## config.mk

```make
export PLATFORM = sky130hd
export DESIGN_NAME = fault_registry_health_led_flat
export DESIGN_NICKNAME = d
export VERILOG_FILES = /design/src/frhl_pkg.sv /design/src/frhl_req_if.sv /design/src/frhl_rsp_if.sv /design/src/frhl_cell.sv /design/src/fault_registry_health_led.sv /design/src/flat_wrapper.sv
export SDC_FILE = /design/constraint.sdc
export NUM_CORES = 2
export LEC_CHECK = 0
export BUFFER_PORTS_ARGS = -buffer_cell sky130_fd_sc_hd__buf_2
export CORE_MARGIN = 1
export CORE_UTILIZATION = 50
export DETAILED_ROUTE_END_ITERATION = 6
export PLACE_DENSITY = 0.71
export SYNTH_ARGS = -nofsm -noshare
export SYNTH_HDL_FRONTEND = slang
export SYNTH_HIERARCHICAL = 1
export SYNTH_SLANG_ARGS = --single-unit
```

## constraint.sdc

```tcl
create_clock -name clk -period 8.9 [get_ports clk]
set_clock_uncertainty 0.15 [all_clocks]
set_input_delay 1.78 -clock clk [delete_from_list [all_inputs] [get_ports clk]]
set_output_delay 1.78 -clock clk [all_outputs]
set_load 0.05 [all_outputs]
```

## src/frhl_pkg.sv

```systemverilog
`timescale 1ns / 1ps
`default_nettype none
// ----------------------------------------------------------------------------
// frhl_pkg
// Types and codes shared by the fault registry and its health indicator.
// ----------------------------------------------------------------------------
package frhl_pkg;

	localparam int FAULT_SLOTS_DEF = 16;
	localparam int SLOTS_MAX       = 64;
	localparam int IDX_W           = $clog2(SLOTS_MAX);
	localparam int SRC_W           = 8;
	localparam int KIND_W          = 4;
	localparam int STAMP_W         = 48;
	localparam int NUM_W           = 32;
	localparam int SLOT_OUT_W      = 4;

	typedef enum logic [1:0] {
		CMD_REGISTER  = 2'd0,
		CMD_CLEAR     = 2'd1,
		CMD_FLUSH     = 2'd2,
		CMD_FLUSH_ALT = 2'd3
	} cmd_t;

	typedef enum logic [1:0] {
		SEV_INFO  = 2'd0,
		SEV_WARN  = 2'd1,
		SEV_CRIT  = 2'd2,
		SEV_OTHER = 2'd3
	} sev_t;

	typedef enum logic [1:0] {
		LED_OK     = 2'd0,
		LED_AMBER  = 2'd1,
		LED_RED    = 2'd2,
		LED_SPARE  = 2'd3
	} led_t;

	typedef enum logic [2:0] {
		OUT_NEW       = 3'd0,
		OUT_REFRESHED = 3'd1,
		OUT_DROPPED   = 3'd2,
		OUT_CLEARED   = 3'd3,
		OUT_NO_MATCH  = 3'd4,
		OUT_ALL_CLEAR = 3'd5
	} outcome_t;

	typedef enum logic [1:0] {
		ST_IDLE,
		ST_SCAN,
		ST_DONE
	} state_t;

	// Item travelling down the row of slot cells.
	typedef struct packed {
		logic                active;
		cmd_t                command;
		logic [SRC_W-1:0]    source_id;
		logic [KIND_W-1:0]   fault_kind;
		logic [STAMP_W-1:0]  time_stamp;
		logic                hit;
		logic [NUM_W-1:0]    hit_number;
		logic [IDX_W-1:0]    hit_idx;
		logic                free_found;
		logic [IDX_W-1:0]    free_idx;
		logic                crit;
		logic                warn;
	} pkt_t;

	// Broadcast write of a new entry.
	typedef struct packed {
		logic                en;
		logic [IDX_W-1:0]    idx;
		logic [SRC_W-1:0]    source_id;
		logic [KIND_W-1:0]   fault_kind;
		logic [1:0]          severity;
		logic [STAMP_W-1:0]  time_stamp;
		logic [NUM_W-1:0]    number;
	} wr_t;

endpackage
`default_nettype wire

```

## src/frhl_req_if.sv

```systemverilog
`timescale 1ns / 1ps
`default_nettype none
// ----------------------------------------------------------------------------
// frhl_req_if
// Request channel: one fault command per item.
// ----------------------------------------------------------------------------
interface frhl_req_if;
	logic                          valid;
	logic                          ready;
	logic [1:0]                    command;
	logic [frhl_pkg::SRC_W-1:0]    source_id;
	logic [frhl_pkg::KIND_W-1:0]   fault_kind;
	logic [1:0]                    severity;
	logic [frhl_pkg::STAMP_W-1:0]  time_stamp;

	modport source (output valid, command, source_id, fault_kind, severity, time_stamp,
		input ready);
	modport sink (input valid, command, source_id, fault_kind, severity, time_stamp,
		output ready);
endinterface
`default_nettype wire

```

## src/frhl_rsp_if.sv

```systemverilog
`timescale 1ns / 1ps
`default_nettype none
// ----------------------------------------------------------------------------
// frhl_rsp_if
// Response channel: indicator and outcome per item.
// ----------------------------------------------------------------------------
interface frhl_rsp_if;
	logic                             valid;
	logic                             ready;
	logic [1:0]                       health_led;
	logic [2:0]                       outcome;
	logic [frhl_pkg::NUM_W-1:0]       fault_number;
	logic [frhl_pkg::SLOT_OUT_W-1:0]  slot_index;

	modport source (output valid, health_led, outcome, fault_number, slot_index,
		input ready);
	modport sink (input valid, health_led, outcome, fault_number, slot_index,
		output ready);
endinterface
`default_nettype wire

```

## src/frhl_cell.sv

```systemverilog
`timescale 1ns / 1ps
`default_nettype none
// ----------------------------------------------------------------------------
// frhl_cell
// One fault slot: matches, refreshes and clears as the item passes by.
// ----------------------------------------------------------------------------
module frhl_cell #(
	parameter int INDEX = 0
) (
	input  wire                   clk,
	input  wire                   arst_n,
	input  wire frhl_pkg::pkt_t   pkt_i,
	input  wire frhl_pkg::wr_t    wr_i,
	output frhl_pkg::pkt_t        pkt_q
);

	localparam int IW = frhl_pkg::IDX_W;
	localparam logic [IW-1:0] MY_IDX = IW'(INDEX);

	logic                            valid_q;
	logic [frhl_pkg::SRC_W-1:0]      source_q;
	logic [frhl_pkg::KIND_W-1:0]     kind_q;
	logic [1:0]                      sev_q;
	logic [frhl_pkg::STAMP_W-1:0]    stamp_q;
	logic [frhl_pkg::NUM_W-1:0]      number_q;

	logic            match;
	logic            wr_hit;
	logic            is_clear_all;
	frhl_pkg::pkt_t  pkt_d;

	assign match        = valid_q && (source_q == pkt_i.source_id) && (kind_q == pkt_i.fault_kind);
	assign wr_hit       = wr_i.en && (wr_i.idx == MY_IDX);
	assign is_clear_all = (pkt_i.command == frhl_pkg::CMD_FLUSH) ||
		(pkt_i.command == frhl_pkg::CMD_FLUSH_ALT);

	always_comb begin
		pkt_d = pkt_i;
		if (pkt_i.active) begin
			case (pkt_i.command)
				frhl_pkg::CMD_REGISTER: begin
					if (match) begin
						pkt_d.hit        = 1'b1;
						pkt_d.hit_number = number_q;
						pkt_d.hit_idx    = MY_IDX;
					end
					if (!valid_q && !pkt_i.free_found) begin
						pkt_d.free_found = 1'b1;
						pkt_d.free_idx   = MY_IDX;
					end
				end
				frhl_pkg::CMD_CLEAR: begin
					if (match) begin
						pkt_d.hit = 1'b1;
					end else if (valid_q) begin
						if (sev_q == frhl_pkg::SEV_CRIT) pkt_d.crit = 1'b1;
						if (sev_q == frhl_pkg::SEV_WARN) pkt_d.warn = 1'b1;
					end
				end
				default: begin
				end
			endcase
		end
	end

	always_ff @(posedge clk or negedge arst_n) begin
		if (!arst_n) begin
			valid_q <= 1'b0;
			pkt_q   <= '0;
		end else begin
			pkt_q <= pkt_d;
			if (wr_hit) begin
				valid_q <= 1'b1;
			end else if (pkt_i.active) begin
				if (is_clear_all) valid_q <= 1'b0;
				else if (pkt_i.command == frhl_pkg::CMD_CLEAR && match) valid_q <= 1'b0;
			end
		end
	end

	always_ff @(posedge clk) begin
		if (wr_hit) begin
			source_q <= wr_i.source_id;
			kind_q   <= wr_i.fault_kind;
			sev_q    <= wr_i.severity;
			stamp_q  <= wr_i.time_stamp;
			number_q <= wr_i.number;
		end else if (pkt_i.active && pkt_i.command == frhl_pkg::CMD_REGISTER && match) begin
			stamp_q <= pkt_i.time_stamp;
		end
	end

endmodule
`default_nettype wire

```

## src/fault_registry_health_led.sv

```systemverilog
`timescale 1ns / 1ps
`default_nettype none
// ----------------------------------------------------------------------------
// fault_registry_health_led
// Fault slot table with a green / yellow / red health indicator.
//
//   channel  dir  handshake     payload
//   req      in   valid/ready   command, source_id, fault_kind, severity, time_stamp
//   rsp      out  valid/ready   health_led, outcome, fault_number, slot_index
//
// An item walks the row of slot cells one cell a cycle, then is captured in the
// tail register and finished in the done state. One item is in flight at a
// time; req is ready again once the result is in the output register. A
// stalled rsp holds the result and the next item. Reset empties the table,
// zeroes the sequence counter and shows green.
// ----------------------------------------------------------------------------
module fault_registry_health_led #(
	parameter int FAULT_SLOTS = frhl_pkg::FAULT_SLOTS_DEF
) (
	input  wire               clk,
	input  wire               arst_n,
	frhl_req_if.sink          req,
	frhl_rsp_if.source        rsp
);

	frhl_pkg::state_t  state_q, state_d;
	frhl_pkg::pkt_t    chain [FAULT_SLOTS+1];
	frhl_pkg::pkt_t    tail_q;
	frhl_pkg::wr_t     wr;

	logic                            accept;
	logic                            finish;
	logic [frhl_pkg::NUM_W-1:0]      seq_q, seq_d;
	logic [1:0]                      led_q, led_d;
	logic [2:0]                      outcome_d;
	logic [frhl_pkg::NUM_W-1:0]      number_d;
	logic [frhl_pkg::SLOT_OUT_W-1:0] slot_d;
	logic [1:0]                      sev_hold_q;

	logic                            out_valid_q;
	logic [1:0]                      out_led_q;
	logic [2:0]                      out_outcome_q;
	logic [frhl_pkg::NUM_W-1:0]      out_number_q;
	logic [frhl_pkg::SLOT_OUT_W-1:0] out_slot_q;

	assign req.ready = (state_q == frhl_pkg::ST_IDLE);
	assign accept    = req.valid && req.ready;
	assign finish    = (state_q == frhl_pkg::ST_DONE) && (!out_valid_q || rsp.ready);

	always_comb begin
		chain[0]            = '0;
		chain[0].active     = accept;
		chain[0].command    = frhl_pkg::cmd_t'(req.command);
		chain[0].source_id  = req.source_id;
		chain[0].fault_kind = req.fault_kind;
		chain[0].time_stamp = req.time_stamp;
	end

	for (genvar g = 0; g < FAULT_SLOTS; g++) begin : g_cell
		frhl_cell #(.INDEX(g)) u_cell (
			.clk    (clk),
			.arst_n (arst_n),
			.pkt_i  (chain[g]),
			.wr_i   (wr),
			.pkt_q  (chain[g+1])
		);
	end

	always_comb begin
		state_d   = state_q;
		seq_d     = seq_q;
		led_d     = led_q;
		outcome_d = frhl_pkg::OUT_DROPPED;
		number_d  = '0;
		slot_d    = '0;
		wr            = '0;
		wr.idx        = tail_q.free_idx;
		wr.source_id  = tail_q.source_id;
		wr.fault_kind = tail_q.fault_kind;
		wr.severity   = sev_hold_q;
		wr.time_stamp = tail_q.time_stamp;
		wr.number     = seq_q + frhl_pkg::NUM_W'(1);

		case (tail_q.command) inside
			frhl_pkg::CMD_FLUSH, frhl_pkg::CMD_FLUSH_ALT: begin
				led_d     = frhl_pkg::LED_OK;
				outcome_d = frhl_pkg::OUT_ALL_CLEAR;
			end
			frhl_pkg::CMD_CLEAR: begin
				led_d     = tail_q.crit ? frhl_pkg::LED_RED :
					(tail_q.warn ? frhl_pkg::LED_AMBER : frhl_pkg::LED_OK);
				outcome_d = tail_q.hit ? frhl_pkg::OUT_CLEARED : frhl_pkg::OUT_NO_MATCH;
			end
			default: begin
				if (tail_q.hit) begin
					outcome_d = frhl_pkg::OUT_REFRESHED;
					number_d  = tail_q.hit_number;
					slot_d    = tail_q.hit_idx[frhl_pkg::SLOT_OUT_W-1:0];
				end else if (tail_q.free_found) begin
					outcome_d = frhl_pkg::OUT_NEW;
					seq_d     = wr.number;
					number_d  = wr.number;
					slot_d    = tail_q.free_idx[frhl_pkg::SLOT_OUT_W-1:0];
					wr.en     = 1'b1;
					if (sev_hold_q == frhl_pkg::SEV_CRIT)
						led_d = frhl_pkg::LED_RED;
					else if (sev_hold_q == frhl_pkg::SEV_WARN && led_q != frhl_pkg::LED_RED)
						led_d = frhl_pkg::LED_AMBER;
				end
			end
		endcase

		unique case (state_q)
			frhl_pkg::ST_IDLE: if (accept) state_d = frhl_pkg::ST_SCAN;
			frhl_pkg::ST_SCAN: if (chain[FAULT_SLOTS].active) state_d = frhl_pkg::ST_DONE;
			frhl_pkg::ST_DONE: if (finish) state_d = frhl_pkg::ST_IDLE;
			default:           state_d = frhl_pkg::ST_IDLE;
		endcase

		if (!finish) begin
			wr.en = 1'b0;
			seq_d = seq_q;
			led_d = led_q;
		end
	end

	always_ff @(posedge clk or negedge arst_n) begin
		if (!arst_n) begin
			state_q     <= frhl_pkg::ST_IDLE;
			seq_q       <= '0;
			led_q       <= frhl_pkg::LED_OK;
			out_valid_q <= 1'b0;
		end else begin
			state_q <= state_d;
			seq_q   <= seq_d;
			led_q   <= led_d;
			if (finish) out_valid_q <= 1'b1;
			else if (rsp.ready) out_valid_q <= 1'b0;
		end
	end

	always_ff @(posedge clk) begin
		if (accept) sev_hold_q <= req.severity;
		if (state_q == frhl_pkg::ST_SCAN && chain[FAULT_SLOTS].active) tail_q <= chain[FAULT_SLOTS];
		if (finish) begin
			out_led_q     <= led_d;
			out_outcome_q <= outcome_d;
			out_number_q  <= number_d;
			out_slot_q    <= slot_d;
		end
	end

	assign rsp.valid        = out_valid_q;
	assign rsp.health_led   = out_led_q;
	assign rsp.outcome      = out_outcome_q;
	assign rsp.fault_number = out_number_q;
	assign rsp.slot_index   = out_slot_q;

endmodule
`default_nettype wire
```

## src/flat_wrapper.sv

```systemverilog
// flat-port wrapper written by rule: the top's interface ports become plain ports
module fault_registry_health_led_flat 
#(
	parameter int FAULT_SLOTS = frhl_pkg::FAULT_SLOTS_DEF
)
  (clk, arst_n, req_valid, req_command, req_source_id, req_fault_kind, req_severity, req_time_stamp, req_ready, rsp_valid, rsp_health_led, rsp_outcome, rsp_fault_number, rsp_slot_index, rsp_ready);
  frhl_req_if req_i ();
  frhl_rsp_if rsp_i ();
  input  wire clk;
  input  wire arst_n;
  input wire logic [$bits(req_i.valid)-1:0] req_valid;
  input wire logic [$bits(req_i.command)-1:0] req_command;
  input wire logic [$bits(req_i.source_id)-1:0] req_source_id;
  input wire logic [$bits(req_i.fault_kind)-1:0] req_fault_kind;
  input wire logic [$bits(req_i.severity)-1:0] req_severity;
  input wire logic [$bits(req_i.time_stamp)-1:0] req_time_stamp;
  output wire logic [$bits(req_i.ready)-1:0] req_ready;
  output wire logic [$bits(rsp_i.valid)-1:0] rsp_valid;
  output wire logic [$bits(rsp_i.health_led)-1:0] rsp_health_led;
  output wire logic [$bits(rsp_i.outcome)-1:0] rsp_outcome;
  output wire logic [$bits(rsp_i.fault_number)-1:0] rsp_fault_number;
  output wire logic [$bits(rsp_i.slot_index)-1:0] rsp_slot_index;
  input wire logic [$bits(rsp_i.ready)-1:0] rsp_ready;
  assign req_i.valid = req_valid;
  assign req_i.command = req_command;
  assign req_i.source_id = req_source_id;
  assign req_i.fault_kind = req_fault_kind;
  assign req_i.severity = req_severity;
  assign req_i.time_stamp = req_time_stamp;
  assign req_ready = req_i.ready;
  assign rsp_valid = rsp_i.valid;
  assign rsp_health_led = rsp_i.health_led;
  assign rsp_outcome = rsp_i.outcome;
  assign rsp_fault_number = rsp_i.fault_number;
  assign rsp_slot_index = rsp_i.slot_index;
  assign rsp_i.ready = rsp_ready;
  fault_registry_health_led #(.FAULT_SLOTS(FAULT_SLOTS)) u_core (.clk(clk), .arst_n(arst_n), .req(req_i), .rsp(rsp_i));
endmodule
```

==> metrics <==
outcome completed; filler instances 9540; Root Driver clkbuf_16; slowest cell on the critical path or4b_2; Clock Path Buffers 3; Slowest Stage Delay on Critical Path 680 ps; met1 Use GR 0.2287; worst path cell trace buf_2 > nor2b_1 > nor2_4 > buf_4 > nand2_2 > inv_2 > or4b_2 > nor4b_4 > buf_4; DP HPWL 63.64 mm; drt via density 5.155; grt met2 use 0.3044; Residual DRC 0; die area 132200 um2; Tightest Pin Transition 1352 ps; initial antenna violation count 6; Final Hold Vio Count 0; clk_lat worst skew 800 ps; Pre-Repair DR Iteration Count 5; H-tree levels 4; Post-Route Setup TNS 0 ps; placed cell areas 68060 um2; # rows 132; Worst Path Required 9160 ps; setup violators final 0; first-pass GRT wire length 177.8 mm; synthesized area per cell 18.86 um2; GRT Util Overall 0.1779; YS warnings 6; P_leak 28.28 nW; grt total ovfl 0; fin. max-slew vios 0; die extent in y 363.6 um; period utilisation layout 0.5734; port bufs 62; peak supply drop 0.1877 mV; WL final 113.3 mm; Relative slew margins 0.09557; die width 363.6 um; IO Count 111; # resized after CTS 0; Mapped Cells 3467; CP arrival 5360 ps; TritonCTS clock tree done; dpl ws 2982 ps; Final min period 5103 ps; Min-Delay Path Class reg2reg; pwr/cell area 226.9 nW/um2; grt peak-use layer met2; Top cell by count, worst path buf_4; Fmax 196.0 MHz; Max-cap violations 0; GRT met3 Usage 0.03084; crit path max fanout 45; GPL Wtd Cong 0.7741; CP endpoint kind register; TritonCTS buffer count 172; startpoint types primary input; Design Area, Final 73520 um2; Post-CTS Setup Bufs 0; Layout area overhead 12.43%; CP Class in2reg; via count 28980; largest net degree at the start of global routing 199; CTS sink cnt 1868; Nets 3800; antenna viol nets, final 0; initial core utilization 0.5044; per-cell routed wire length 20.16 um; Finished Core Util 0.5671; CORE AREA 129600 um2; vias in the first global route 31030; Pwr Total 0.01668 W; final worst setup slack 3797 ps; Iter 0 DRT Violations 2135; Mapped Area 65390 um2; clk slew on worst S/H paths 60 ps; RSZ-0062 raised after global routing no; share of layout cells above drive strength 1 0.2612; CTS Hold Bufs 0
[cell type report]
class,instances,area (um2),area share
clock buffer,256,4933,0.06710
inverter,69,259.0,0.003523
sequential,1868,50940,0.6929
clock inverter,65,503.0,0.006841
multi-input combinational,1494,13830,0.1882
antenna,2,5.005,0.00006807
timing repair buffer,126,863.3,0.01174
tap,1742,2180,0.02965
[registers in the layout, summed over array words and instances (netlist names), 3 cells and up]
name and count:
u_core/g_cell.u_cell/source_q 128, u_core/tail_q 60, u_core/rsp.fault_number 32, u_core/g_cell.u_cell/pkt_q 976, u_core/g_cell.u_cell/kind_q 64, u_core/g_cell.u_cell/number_q 512, u_core/g_cell.u_cell/sev_q 32, u_core/rsp.outcome 3
u_core/seq_q 32, u_core/rsp.slot_index 4, u_core/g_cell.u_cell/valid_q 16
[critical path: cells and delay by family]
kind / cells / cell delay (ps)
AND/OR/NAND/NOR: 5 / 1520
buffers and inverters: 4 / 1800
[metal layers]
metal / wire, um / vias up / share of wire
met2: 57770 / 548 / 0.51
met3: 5009 / 189 / 0.044
li1: - / 13050 / -
met4: 3056 / 0 / 0.027
met5: 0 / - / 0
met1: 47480 / 15190 / 0.42
[power breakdown]
group | internal [W] | leakage (nW) | switching, W
logic | 0.000190 | 6.91 | 0.000181
registers | 0.00922 | 18.7 | 0.0000966
clock network | 0.00394 | 2.68 | 0.00306
total | 0.0133 | 28.3 | 0.00334
[metrics by stage]
step,instances,hold slack [ps]
5_1_grt,5620,240.5
4_1_cts,5620,229.5
3_5_place_dp,5299,228.0
3_3_place_gp,5299,226.4
2_1_floorplan,3513,215.7
6_report,5622,230.1
[final timing paths]
path / cells past startpoint / endpoint / from / slack (ps)
max in group asynchronous: 3 / u_core/g_cell[14].u_cell/pkt_q[45] / arst_n / 5730
worst min-delay path: 0 / u_core/g_cell[7].u_cell/pkt_q[105] / u_core/g_cell[6].u_cell/pkt_q[105] / 230
worst max register to register: 8 / u_core/g_cell[1].u_cell/sev_q[0] / u_core/tail_q[47] / 4180
min in group asynchronous: 1 / u_core/g_cell[1].u_cell/pkt_q[11] / arst_n / 830
worst max-delay path: 9 / u_core/g_cell[1].u_cell/sev_q[0] / rsp_ready / 3800
worst min register to register: 0 / u_core/g_cell[7].u_cell/pkt_q[105] / u_core/g_cell[6].u_cell/pkt_q[105] / 230
[cell usage in the layout (no fill, tap or decap), drive strengths merged, types with 8 or more instances in the layout]
| cell | instances |
|---|---|
| xor2 | 100 |
| nand4bb | 10 |
| or2 | 35 |
| nand2 | 85 |
| a41o | 32 |
| nand3 | 45 |
| o21bai | 16 |
| nor2 | 37 |
| nand2b | 52 |
| inv | 79 |
| and2 | 51 |
| mux2 | 512 |
| xnor2 | 105 |
| o22ai | 17 |
| o31ai | 16 |
| buf | 126 |
| a222oi | 16 |
| nor3b | 34 |
| nor4 | 56 |
| dfrtp | 1029 |
| a22o | 34 |
| clkinv | 51 |
| conb | 47 |
| edfxtp | 839 |
| o21ai | 20 |
| nor2b | 67 |
| a31o | 16 |
| nor3 | 23 |
| nor4b | 8 |
| clkbuf | 256 |
| nand4 | 26 |
(Power assumes the default switching activity.)
